## config.mk

```make
export PLATFORM = sky130hd
export DESIGN_NAME = hbvt_hash
export DESIGN_NICKNAME = d
export VERILOG_FILES = /design/src/rtl/core/hbvt_pkg.sv /design/src/rtl/core/hbvt_hash.sv
export SDC_FILE = /design/constraint.sdc
export NUM_CORES = 1
export LEC_CHECK = 0
export BUFFER_PORTS_ARGS = -buffer_cell sky130_fd_sc_hd__buf_4
export CAP_MARGIN = 20
export CORE_UTILIZATION = 60
export DETAILED_ROUTE_END_ITERATION = 10
export GPL_TIMING_DRIVEN = 0
export PLACE_DENSITY = 0.77
export SLEW_MARGIN = 20
export SYNTH_ARGS = -nofsm -noshare
export SYNTH_HDL_FRONTEND = slang
export SYNTH_SLANG_ARGS = --single-unit
```

## constraint.sdc

```tcl
create_clock -name clock -period 7.3 [get_ports clock]
set_input_delay 1.46 -clock clock [delete_from_list [all_inputs] [get_ports clock]]
set_output_delay 1.46 -clock clock [all_outputs]
set_load 0.01 [all_outputs]
```

## src/rtl/core/hbvt_pkg.sv

```systemverilog
`default_nettype none

package hbvt_pkg;

   localparam int BUCKETS_DEF      = 64;
   localparam int BUCKET_DEPTH_DEF = 16;

   localparam int          HASH_W     = 64;
   localparam logic [63:0] HASH_SEED  = 64'd5381;
   localparam int          HASH_SHIFT = 5;

   localparam int FUNC_W   = 2;
   localparam int STATUS_W = 2;
   localparam int VALUE_W  = 16;
   localparam int COUNT_W  = 5;

   localparam logic [FUNC_W-1:0] FUNC_ADD    = 2'd0;
   localparam logic [FUNC_W-1:0] FUNC_REMOVE = 2'd1;
   localparam logic [FUNC_W-1:0] FUNC_GET    = 2'd2;

   localparam logic [STATUS_W-1:0] STAT_OK        = 2'd0;
   localparam logic [STATUS_W-1:0] STAT_FULL      = 2'd1;
   localparam logic [STATUS_W-1:0] STAT_NOT_FOUND = 2'd2;

   typedef struct packed {
      logic [FUNC_W-1:0]  func;
      logic [7:0]         key_byte;
      logic               key_last;
      logic [VALUE_W-1:0] entry_value;
   } req_type;

   typedef struct packed {
      logic [STATUS_W-1:0] status;
      logic [VALUE_W-1:0]  read_value;
      logic [COUNT_W-1:0]  bucket_count;
      logic                last_result;
   } rsp_type;

endpackage

`default_nettype wire

```

## src/rtl/core/hbvt_hash.sv

```systemverilog
`default_nettype none

module hbvt_hash #(
   parameter int BUCKETS = hbvt_pkg::BUCKETS_DEF
) (
   input  wire logic                                          clock,
   input  wire logic                                          reset,
   input  wire logic                                          take,
   input  wire logic [7:0]                                    key_byte,
   input  wire logic                                          key_last,
   output logic                                               bkt_valid,
   output logic [$clog2(BUCKETS > 1 ? BUCKETS : 2)-1:0]       bkt_index
);
   import hbvt_pkg::*;

   localparam int IDXW    = $clog2(BUCKETS > 1 ? BUCKETS : 2);
   localparam int DIGIT_W = 8;
   localparam int STEPS   = HASH_W / DIGIT_W;
   localparam int STEP_W  = $clog2(STEPS);
   localparam logic [IDXW:0]     BUCKET_NUM = (IDXW+1)'(BUCKETS);
   localparam logic [STEP_W-1:0] LAST_STEP  = STEP_W'(STEPS - 1);

   // one Horner step of the residue: (2r + b) mod BUCKETS, r already reduced
   function automatic logic [IDXW-1:0] dbl_mod(logic [IDXW-1:0] r, logic b);
      logic [IDXW:0] t;
      t = {r, b};
      if (t >= BUCKET_NUM)
         t = t - BUCKET_NUM;
      return t[IDXW-1:0];
   endfunction

   function automatic logic [IDXW-1:0] fold_digit(logic [IDXW-1:0] r,
                                                   logic [DIGIT_W-1:0] d);
      logic [IDXW-1:0] t;
      t = r;
      for (int i = DIGIT_W - 1; i >= 0; i--)
         t = dbl_mod(t, d[i]);
      return t;
   endfunction

   logic [HASH_W-1:0] hash_ff, hash_in;
   logic              ended_ff, ended_in;
   logic              busy_ff, busy_in;
   logic              done_ff, done_in;
   logic [STEP_W-1:0] step_ff, step_in;
   logic [IDXW-1:0]   res_ff, res_in;
   logic [HASH_W-1:0] hash_next;

   // hash * 33 + byte, wrapping at 64 bits
   assign hash_next = (hash_ff << HASH_SHIFT) + hash_ff + HASH_W'(key_byte);

   always_comb begin
      hash_in  = hash_ff;
      ended_in = ended_ff;
      busy_in  = busy_ff;
      done_in  = 1'b0;
      step_in  = step_ff;
      res_in   = res_ff;
      if (busy_ff) begin
         // reduce the finished hash, one byte per cycle from the top
         res_in  = fold_digit(res_ff, hash_ff[HASH_W-1 -: DIGIT_W]);
         step_in = step_ff + STEP_W'(1);
         hash_in = hash_ff << DIGIT_W;
         if (step_ff == LAST_STEP) begin
            busy_in = 1'b0;
            done_in = 1'b1;
            hash_in = HASH_SEED;
         end
      end else if (take) begin
         if (!ended_ff && key_byte != 8'd0)
            hash_in = hash_next;
         if (key_byte == 8'd0)
            ended_in = 1'b1;
         if (key_last) begin
            ended_in = 1'b0;
            busy_in  = 1'b1;
            step_in  = '0;
            res_in   = '0;
         end
      end
   end

   always_ff @(posedge clock) begin
      if (reset) begin
         hash_ff  <= HASH_SEED;
         ended_ff <= 1'b0;
         busy_ff  <= 1'b0;
         done_ff  <= 1'b0;
         step_ff  <= '0;
      end else begin
         hash_ff  <= hash_in;
         ended_ff <= ended_in;
         busy_ff  <= busy_in;
         done_ff  <= done_in;
         step_ff  <= step_in;
      end
      res_ff <= res_in;
   end

   assign bkt_valid = done_ff;
   assign bkt_index = res_ff;

endmodule

`default_nettype wire

```

==> summary.md, run 1 <==
| Metric | Value |
|---|---|
| Die ar. | about 13000 um2 |
| Die H | approximately 110 um |
| Via Count | ~7500 |
| GRT busiest layer | met2 |
| Num Clock Sinks | 74 |
| N_diodes | 0 |
| Gpl congestion | roughly 0.94 |
| Max-slew violation count | 0 |
| Sequential area share after synthesis | 0.208 |
| YS warnings | 0 |
| All-Layer GR Usage | 0.360 |
| DRC errors left | 0 |
| Post-Syn Nets | ~1100 |
| Most common cell after layout, fill and taps aside | a21oi_1 |
| Total global routing overflow | 0 |
| Post-route ant nets | 0 |
| P per Cell Area | about 230 nW/um2 |
| Synthesis-stage register bit count | 74 |
| Met1 Track Usage GR | 0.474 |
| Vias per cell | around 6.6 |
| Post-synth cell types | 64 |
| CTS buffer count | 9 |
| IO Count | 19 |
| CTS Hold Bufs | 0 |
| Initial antenna violation count | 0 |
| Largest net degree at the start of global routing | 14 |
| Max Root-Sink Buffers | 2 |
| Clk_lat worst skew | roughly 0.34 ns |
| Row Count | 40 |
| First-pass GRT wire length | 36300 um |
| RSZ-0062 raised after global routing | no |
| Fraction of layout cells with a size suffix above 1 | 0.0523 |
| Worst Hold Class | register to register |
| Leak | about 3.7 nW |
| Setup total negative slack | 0 ns |
| Post-CTS Setup Bufs | 0 |
| Syn Area/Cell | 7.87 um2 |
| CTS tree | yes |
| Worst EP required | roughly 7.5 ns |
| Initial Util | 0.618 |
| # setup viols final | 0 |
| F_max | about 0.19 GHz |
| Hold Violations, Final | 0 |
| Router iterations before antenna repair | 6 |
| Hpwl dp | between 15000 and 20000 um |
| Vias in the first global route | just over 7000 |
| Area grow syn2layout | 8.85% |
| Clk slew on worst S/H paths | around 0.060 ns |
| CTS resizes | 0 |
| Worst EP arrival | roughly 5.5 ns |
| Clock Tree Root | clkbuf_16 |
| Startpoint types | input pin |
| H-tree depth | 3 |
| I/O Buffers | 17 |
| Max FO, Critical Path | 5 |
| Met3 Usage GRT | 0.0466 |
| Clk_skew | ~0.0048 ns |
| Synth async-reset ratio | 0 |
| Period utilisation layout | 0.722 |
| Final nets | around 1100 |
| CORE AREA | 12000 um2 |
| GRT met2 Usage | 0.609 |
| DRT iter0 DRCs | 750 |
| DRT Wirelength | 22700 um |
| Status | complete, no violations |
| Maxcap violations | 0 |
| Post-Synthesis Cell Area | approximately 7400 um2 |
| Total Power | approximately 1.9 mW |
| Actual slew at the worst max-slew pin | around 0.84 ns |
| CP Class | input pin to register |
| Worst slew margin | 0.432 |
| Most frequent cells in the layout | a21oi_1 (128), ha_1 (120), nor2_1 (82) |
| Final min period | around 5.3 ns |
| EDFF count, synth | 6 |
| Ys flop type | dfxtp_1 |
| Chip Width | 113 um |
| WL/cell | 20.2 um |
| Peak supply drop | 0.000182 V |
| Cells after Synth | roughly 940 |
| Crit path capture type | register |
[worst max-delay path: stages]
cell	delay, ns
buf_4	0.08
inv_1	0.05
fa_1	0.54
inv_1	0.05
ha_1	0.35
a21o_1	0.18
a21oi_1	0.30
a211oi_2	0.16
o21ai_0	0.69
a21oi_1	0.17
nor3b_1	0.53
o31a_1	0.30
o41ai_2	0.10
xnor2_1	0.17
a2111oi_2	0.38
[worst paths after layout]
check	from	end	slack, ns	cells past startpoint
max	key_byte[5]	hash_ff[61]$_SDFFE_PP0P_	2.03	15
min	step_ff[1]$_SDFFE_PP0P_	step_ff[1]$_SDFFE_PP0P_	0.51	2
min reg2reg	step_ff[1]$_SDFFE_PP0P_	step_ff[1]$_SDFFE_PP0P_	0.51	2
max reg2reg	hash_ff[5]$_SDFFE_PP0P_	hash_ff[61]$_SDFFE_PP0P_	2.85	14
[power breakdown]
| group | switching (mW) | internal, mW | total (mW) | leakage, nW |
|---|---|---|---|---|
| clock network | 0.171 | 0.343 | 0.514 | 0.166 |
| registers | 0.0792 | 0.463 | 0.542 | 0.618 |
| logic | 0.516 | 0.325 | 0.841 | 2.90 |
| total | 0.767 | 1.13 | 1.90 | 3.68 |
[registers in the layout, indices dropped and copies added (netlist names)]
signal,flops
bkt_index,6
ended_ff,1
bkt_valid,1
step_ff,3
hash_ff,62
busy_ff,1
[cell type report]
cell class / count / area (um2)
multi-input combinational: 792 / 5580
fill: 1056 / 3940
sequential: 74 / 1540
clock buffer: 11 / 243
buffer: 56 / 220
tap: 147 / 184
timing repair buffer: 17 / 128
clock inverter: 5 / 103
inverter: 21 / 78.8
[cells by family (layout without fill, tap and decap cells)]
logic type	after synthesis	count (layout)	share of synthesized area
compound gates	336	336	0.296
xor+xnor	53	53	0.0626
fa+ha+maj	124	124	0.213
buf+inv	77	110	0.0403
flops	74	74	0.208
mux	4	4	0.00540
simple gates	275	275	0.175
[routing by layer]
layer / routed length (um) / part of all wire
met2: 10700 / 0.47
met4: 585 / 0.026
met5: 0 / 0
met1: 9980 / 0.44
met3: 1430 / 0.063
[metrics by stage]
step           hold slack, ns  worst slack (ns)   util  std cells  area (um2)
2_1_floorplan           0.462              2.66      -        943        7420
3_3_place_gp            0.486              1.85  0.644       1107        7730
3_5_place_dp            0.502              1.81  0.644       1107        7730
4_1_cts                 0.516              2.10  0.672       1123        8080
5_1_grt                 0.539              1.76  0.672       1123        8080
6_report                0.509              2.03  0.672       1123        8080
[synth_stat cells, drive strengths merged (2+ instances only)]
cell | n | area (um2)
inv | 20 | 75.1
xnor2 | 31 | 272
buf | 12 | 55.1
clkbuf | 44 | 165
nand4 | 22 | 138
nor2b | 10 | 62.6
or3 | 2 | 12.5
o21a | 8 | 60.1
a21o | 36 | 270
and3 | 4 | 25.0
xor2 | 22 | 193
and2 | 9 | 56.3
o221ai | 4 | 35.0
nand3 | 15 | 75.1
a2111oi | 11 | 109
a211o | 6 | 52.6
mux2i | 4 | 40.0
dfxtp | 68 | 1360
a311oi | 4 | 41.3
o22ai | 2 | 12.5
nor3b | 4 | 30.0
a21boi | 4 | 30.0
a41oi | 4 | 35.0
or4 | 4 | 30.0
nor3 | 25 | 125
nor4 | 4 | 25.0
o21bai | 7 | 52.6
nand2b | 6 | 37.5
o31ai | 8 | 65.1
ha | 120 | 1500
o21ai | 54 | 270
a31oi | 9 | 62.6
nand2 | 78 | 293
edfxtp | 6 | 180
nor2 | 82 | 308
a222oi | 19 | 190
a211oi | 11 | 87.6
a21oi | 128 | 641
a221o | 3 | 30.0
a22oi | 6 | 45.0
o211ai | 6 | 45.0
or2 | 3 | 18.8
fa | 4 | 80.1
Power figures use the tool's default switching activity.
==> run 2: changes to the inputs <==
ABC_AREA = 1   (was not set)
clock period = 5 ns   (was 7.3 ns; I/O delays follow)
==> summary.md, run 2 <==
| Metric | Value |
|---|---|
| Status | complete, but fails checks |
| Violated checks | design-rule violations |
| RSZ-0062 raised after global routing | no |
| Switching Fraction | 0.460 |
| Largest family of logic cells by synthesized area | simple AND/OR/NAND/NOR gates |
| Final nets | approximately 1800 |
| Via Count | 10186 |
| Total global routing overflow | 0 |
| Biggest register | hash_ff |
| Period utilisation layout | 0.695 |
| F_max | between 0.2 and 0.3 GHz |
| Hpwl dp | around 25000 um |
| Post-synthesis simple-gate area fraction | 0.364 |
| Fraction of layout cells with a size suffix above 1 | 0.0472 |
| Synth Area in Adders | 0.173 |
| Worst EP required | roughly 5.2 ns |
| Clk slew on worst S/H paths | 0.06 ns |
| DRT iter0 DRCs | around 940 |
| CTS resizes | 0 |
| P_sw | 1.41 mW |
| Synth async-reset ratio | 0 |
| Clk_lat worst skew | 0.35 ns |
| Post-Syn Nets | ~1700 |
| Fin util | 0.670 |
| I/O Buffers | 18 |
| All-Layer GR Usage | 0.407 |
| Vias in the first global route | roughly 9400 |
| Mux cell area share after synthesis | 0 |
| Setup total negative slack | 0 ns |
| YS warnings | 0 |
| CP Class | input pin to register |
| Post-synth cell types | 36 |
| Router iterations before antenna repair | 9 |
| WL/cell | 17.3 um |
| Gpl congestion | just under 1 |
| Most common cell after layout, fill and taps aside | nand2_1 |
| Clk_skew | 0.00956 ns |
| Clock Power Share | 0.237 |
| Combinational share of power | 0.495 |
| Total Power | 3.07 mW |
| Num Clock Sinks | 74 |
| Die H | about 130 um |
| First-pass GRT wire length | 49200 um |
| Cells after Synth | about 1600 |
| EDFF count, synth | 6 |
| Leak | 5.75 nW |
| Post-Synthesis Cell Area | between 9000 and 10000 um2 |
| Largest net degree at the start of global routing | 14 |
| Maxcap violations | 0 |
| Final min period | roughly 3.5 ns |
| P_int | 1.66 mW |
| CTS Hold Bufs | 0 |
| Syn Area/Cell | approximately 5.7 um2 |
| Worst Hold Class | register to register |
| H-tree depth | 3 |
| Worst slew margin | 0.525 |
| Initial antenna violation count | 0 |
| Worst EP arrival | 3.72 ns |
| Max FO, Critical Path | 4 |
| Most common cell in the synthesized netlist | nand2_1 |
| Complex-gate fraction of the synthesized area | 0.140 |
| Initial Util | 0.623 |
| CTS tree | yes |
| CORE AREA | around 15000 um2 |
| Area grow syn2layout | 7.51% |
| Post-route ant nets | 0 |
| Startpoint types | input pin |
| # setup viols final | 0 |
| Max Root-Sink Buffers | 2 |
| DRT Wirelength | between 30000 and 40000 um |
| Actual slew at the worst max-slew pin | just over 0.7 ns |
| IO Count | 19 |
| Ys flop type | dfxtp_1 |
| Most frequent cells in the layout | nand2_1 (567), inv_1 (304), a21oi_1 (151) |
| Synth top area share | 0.232 |
| Die ar. | between 15000 and 20000 um2 |
| Area leader, netlist | nand2_1 |
| Portion of total power attributed to sequential cells | 0.269 |
| Synthesis-stage register bit count | 74 |
| Crit path capture type | register |
| Row Count | 44 |
| Vias per cell | ~5.6 |
| Fillers | 1434 |
| Largest register FFs | 62 |
| Area contributors post-synth | nand2_1 (23%), ha_1 (16%), dfxtp_1 (15%), inv_1 (12%), a21oi_1 (8.2%) |
| Commonest cells in the netlist | nand2_1 (567), inv_1 (304), a21oi_1 (151) |
| Max-slew violation count | 0 |
| CTS buffer count | 9 |
| DRC errors left | 6 |
| N_diodes | 0 |
| P per Cell Area | 311 nW/um2 |
| Peak supply drop | 0.000168 V |
| Hold Violations, Final | 0 |
| Clock Tree Root | clkbuf_16 |
| Sequential area share after synthesis | 0.168 |
| Synth Area in XOR/XNOR | 0.0153 |
| Chip Width | 126 um |
| Post-CTS Setup Bufs | 0 |
-- run 2: changes by cell type in the layout (fill, tap and decap cells not counted), moves of 24 or more --
cell      delta
a21o_1      -34
clkbuf_1    -25
inv_1      +284
nand2_1    +489
nand3_1     +75
nor3_1      -24
xnor2_1     -31
-- run 2: final timing paths --
check,startpoint,cells after the start,endpoint,slack (ns)
worst min-delay path,step_ff[1]$_SDFFE_PP0P_,2,step_ff[1]$_SDFFE_PP0P_,0.49
worst max register to register,hash_ff[11]$_SDFFE_PP0P_,13,hash_ff[52]$_SDFFE_PP0P_,1.84
worst min register to register,step_ff[1]$_SDFFE_PP0P_,2,step_ff[1]$_SDFFE_PP0P_,0.49
worst max-delay path,key_byte[7],14,hash_ff[52]$_SDFFE_PP0P_,1.52
-- run 2: worst max-delay path, stage by stage --
cell	delay (ns)
buf_4	0.12
fa_1	0.42
ha_1	0.36
nand2_1	0.11
nor2_1	0.43
nand3_1	0.14
nand3_1	0.29
nand2_1	0.10
nand2_1	0.25
nand2_1	0.21
nand2_1	0.12
nand2_1	0.05
nand3_1	0.06
a21oi_1	0.06
-- run 2: metrics by stage --
step	worst slack (ns)	cell area (um2)	hold slack [ns]	instances
2_1_floorplan	2.06	9160	0.444	1596
3_3_place_gp	1.29	9530	0.452	1798
3_5_place_dp	1.27	9530	0.462	1798
4_1_cts	1.62	9850	0.489	1814
5_1_grt	1.40	9850	0.509	1814
6_report	1.52	9850	0.488	1814
-- run 2: power groups by stage --
| stage | Sequential (mW) | Combinational (mW) | Clock, mW |
|---|---|---|---|
| global placement | 0.825 | 1.44 | 0 |
| CTS | 0.813 | 1.49 | 0.725 |
| finish | 0.824 | 1.52 | 0.726 |
| floorplan | 0.767 | 1.09 | 0 |
| global route | 0.824 | 1.70 | 0.750 |
| detailed placement | 0.824 | 1.47 | 0 |
-- run 2: cell type report --
| class | instances | area (um2) | share of cell area |
|---|---|---|---|
| multi-input combinational | 1188 | 6340 | 0.644 |
| tap | 184 | 230 | 0.0234 |
| inverter | 306 | 1150 | 0.117 |
| clock buffer | 12 | 246 | 0.0250 |
| timing repair buffer | 18 | 135 | 0.0137 |
| buffer | 28 | 131 | 0.0133 |
| clock inverter | 4 | 76.3 | 0.00775 |
| sequential | 74 | 1540 | 0.156 |
-- run 2: cells by family (layout without fill, tap and decap cells) --
logic type | after synthesis | after routing
XOR/XNOR | 16 | 16
flip-flops | 74 | 74
AND/OR/NAND/NOR | 808 | 808
adder cells (fa/ha/maj) | 124 | 124
buffers and inverters | 334 | 368
AO/OA/AOI/OAI | 240 | 240
-- run 2: routing by layer --
metal,up-vias,track usage,share of wire
li1,5095,-,-
met3,58,0.0732,0.095
met4,0,0.142,0.029
met1,4569,0.567,0.45
met2,464,0.625,0.43
met5,-,0,0
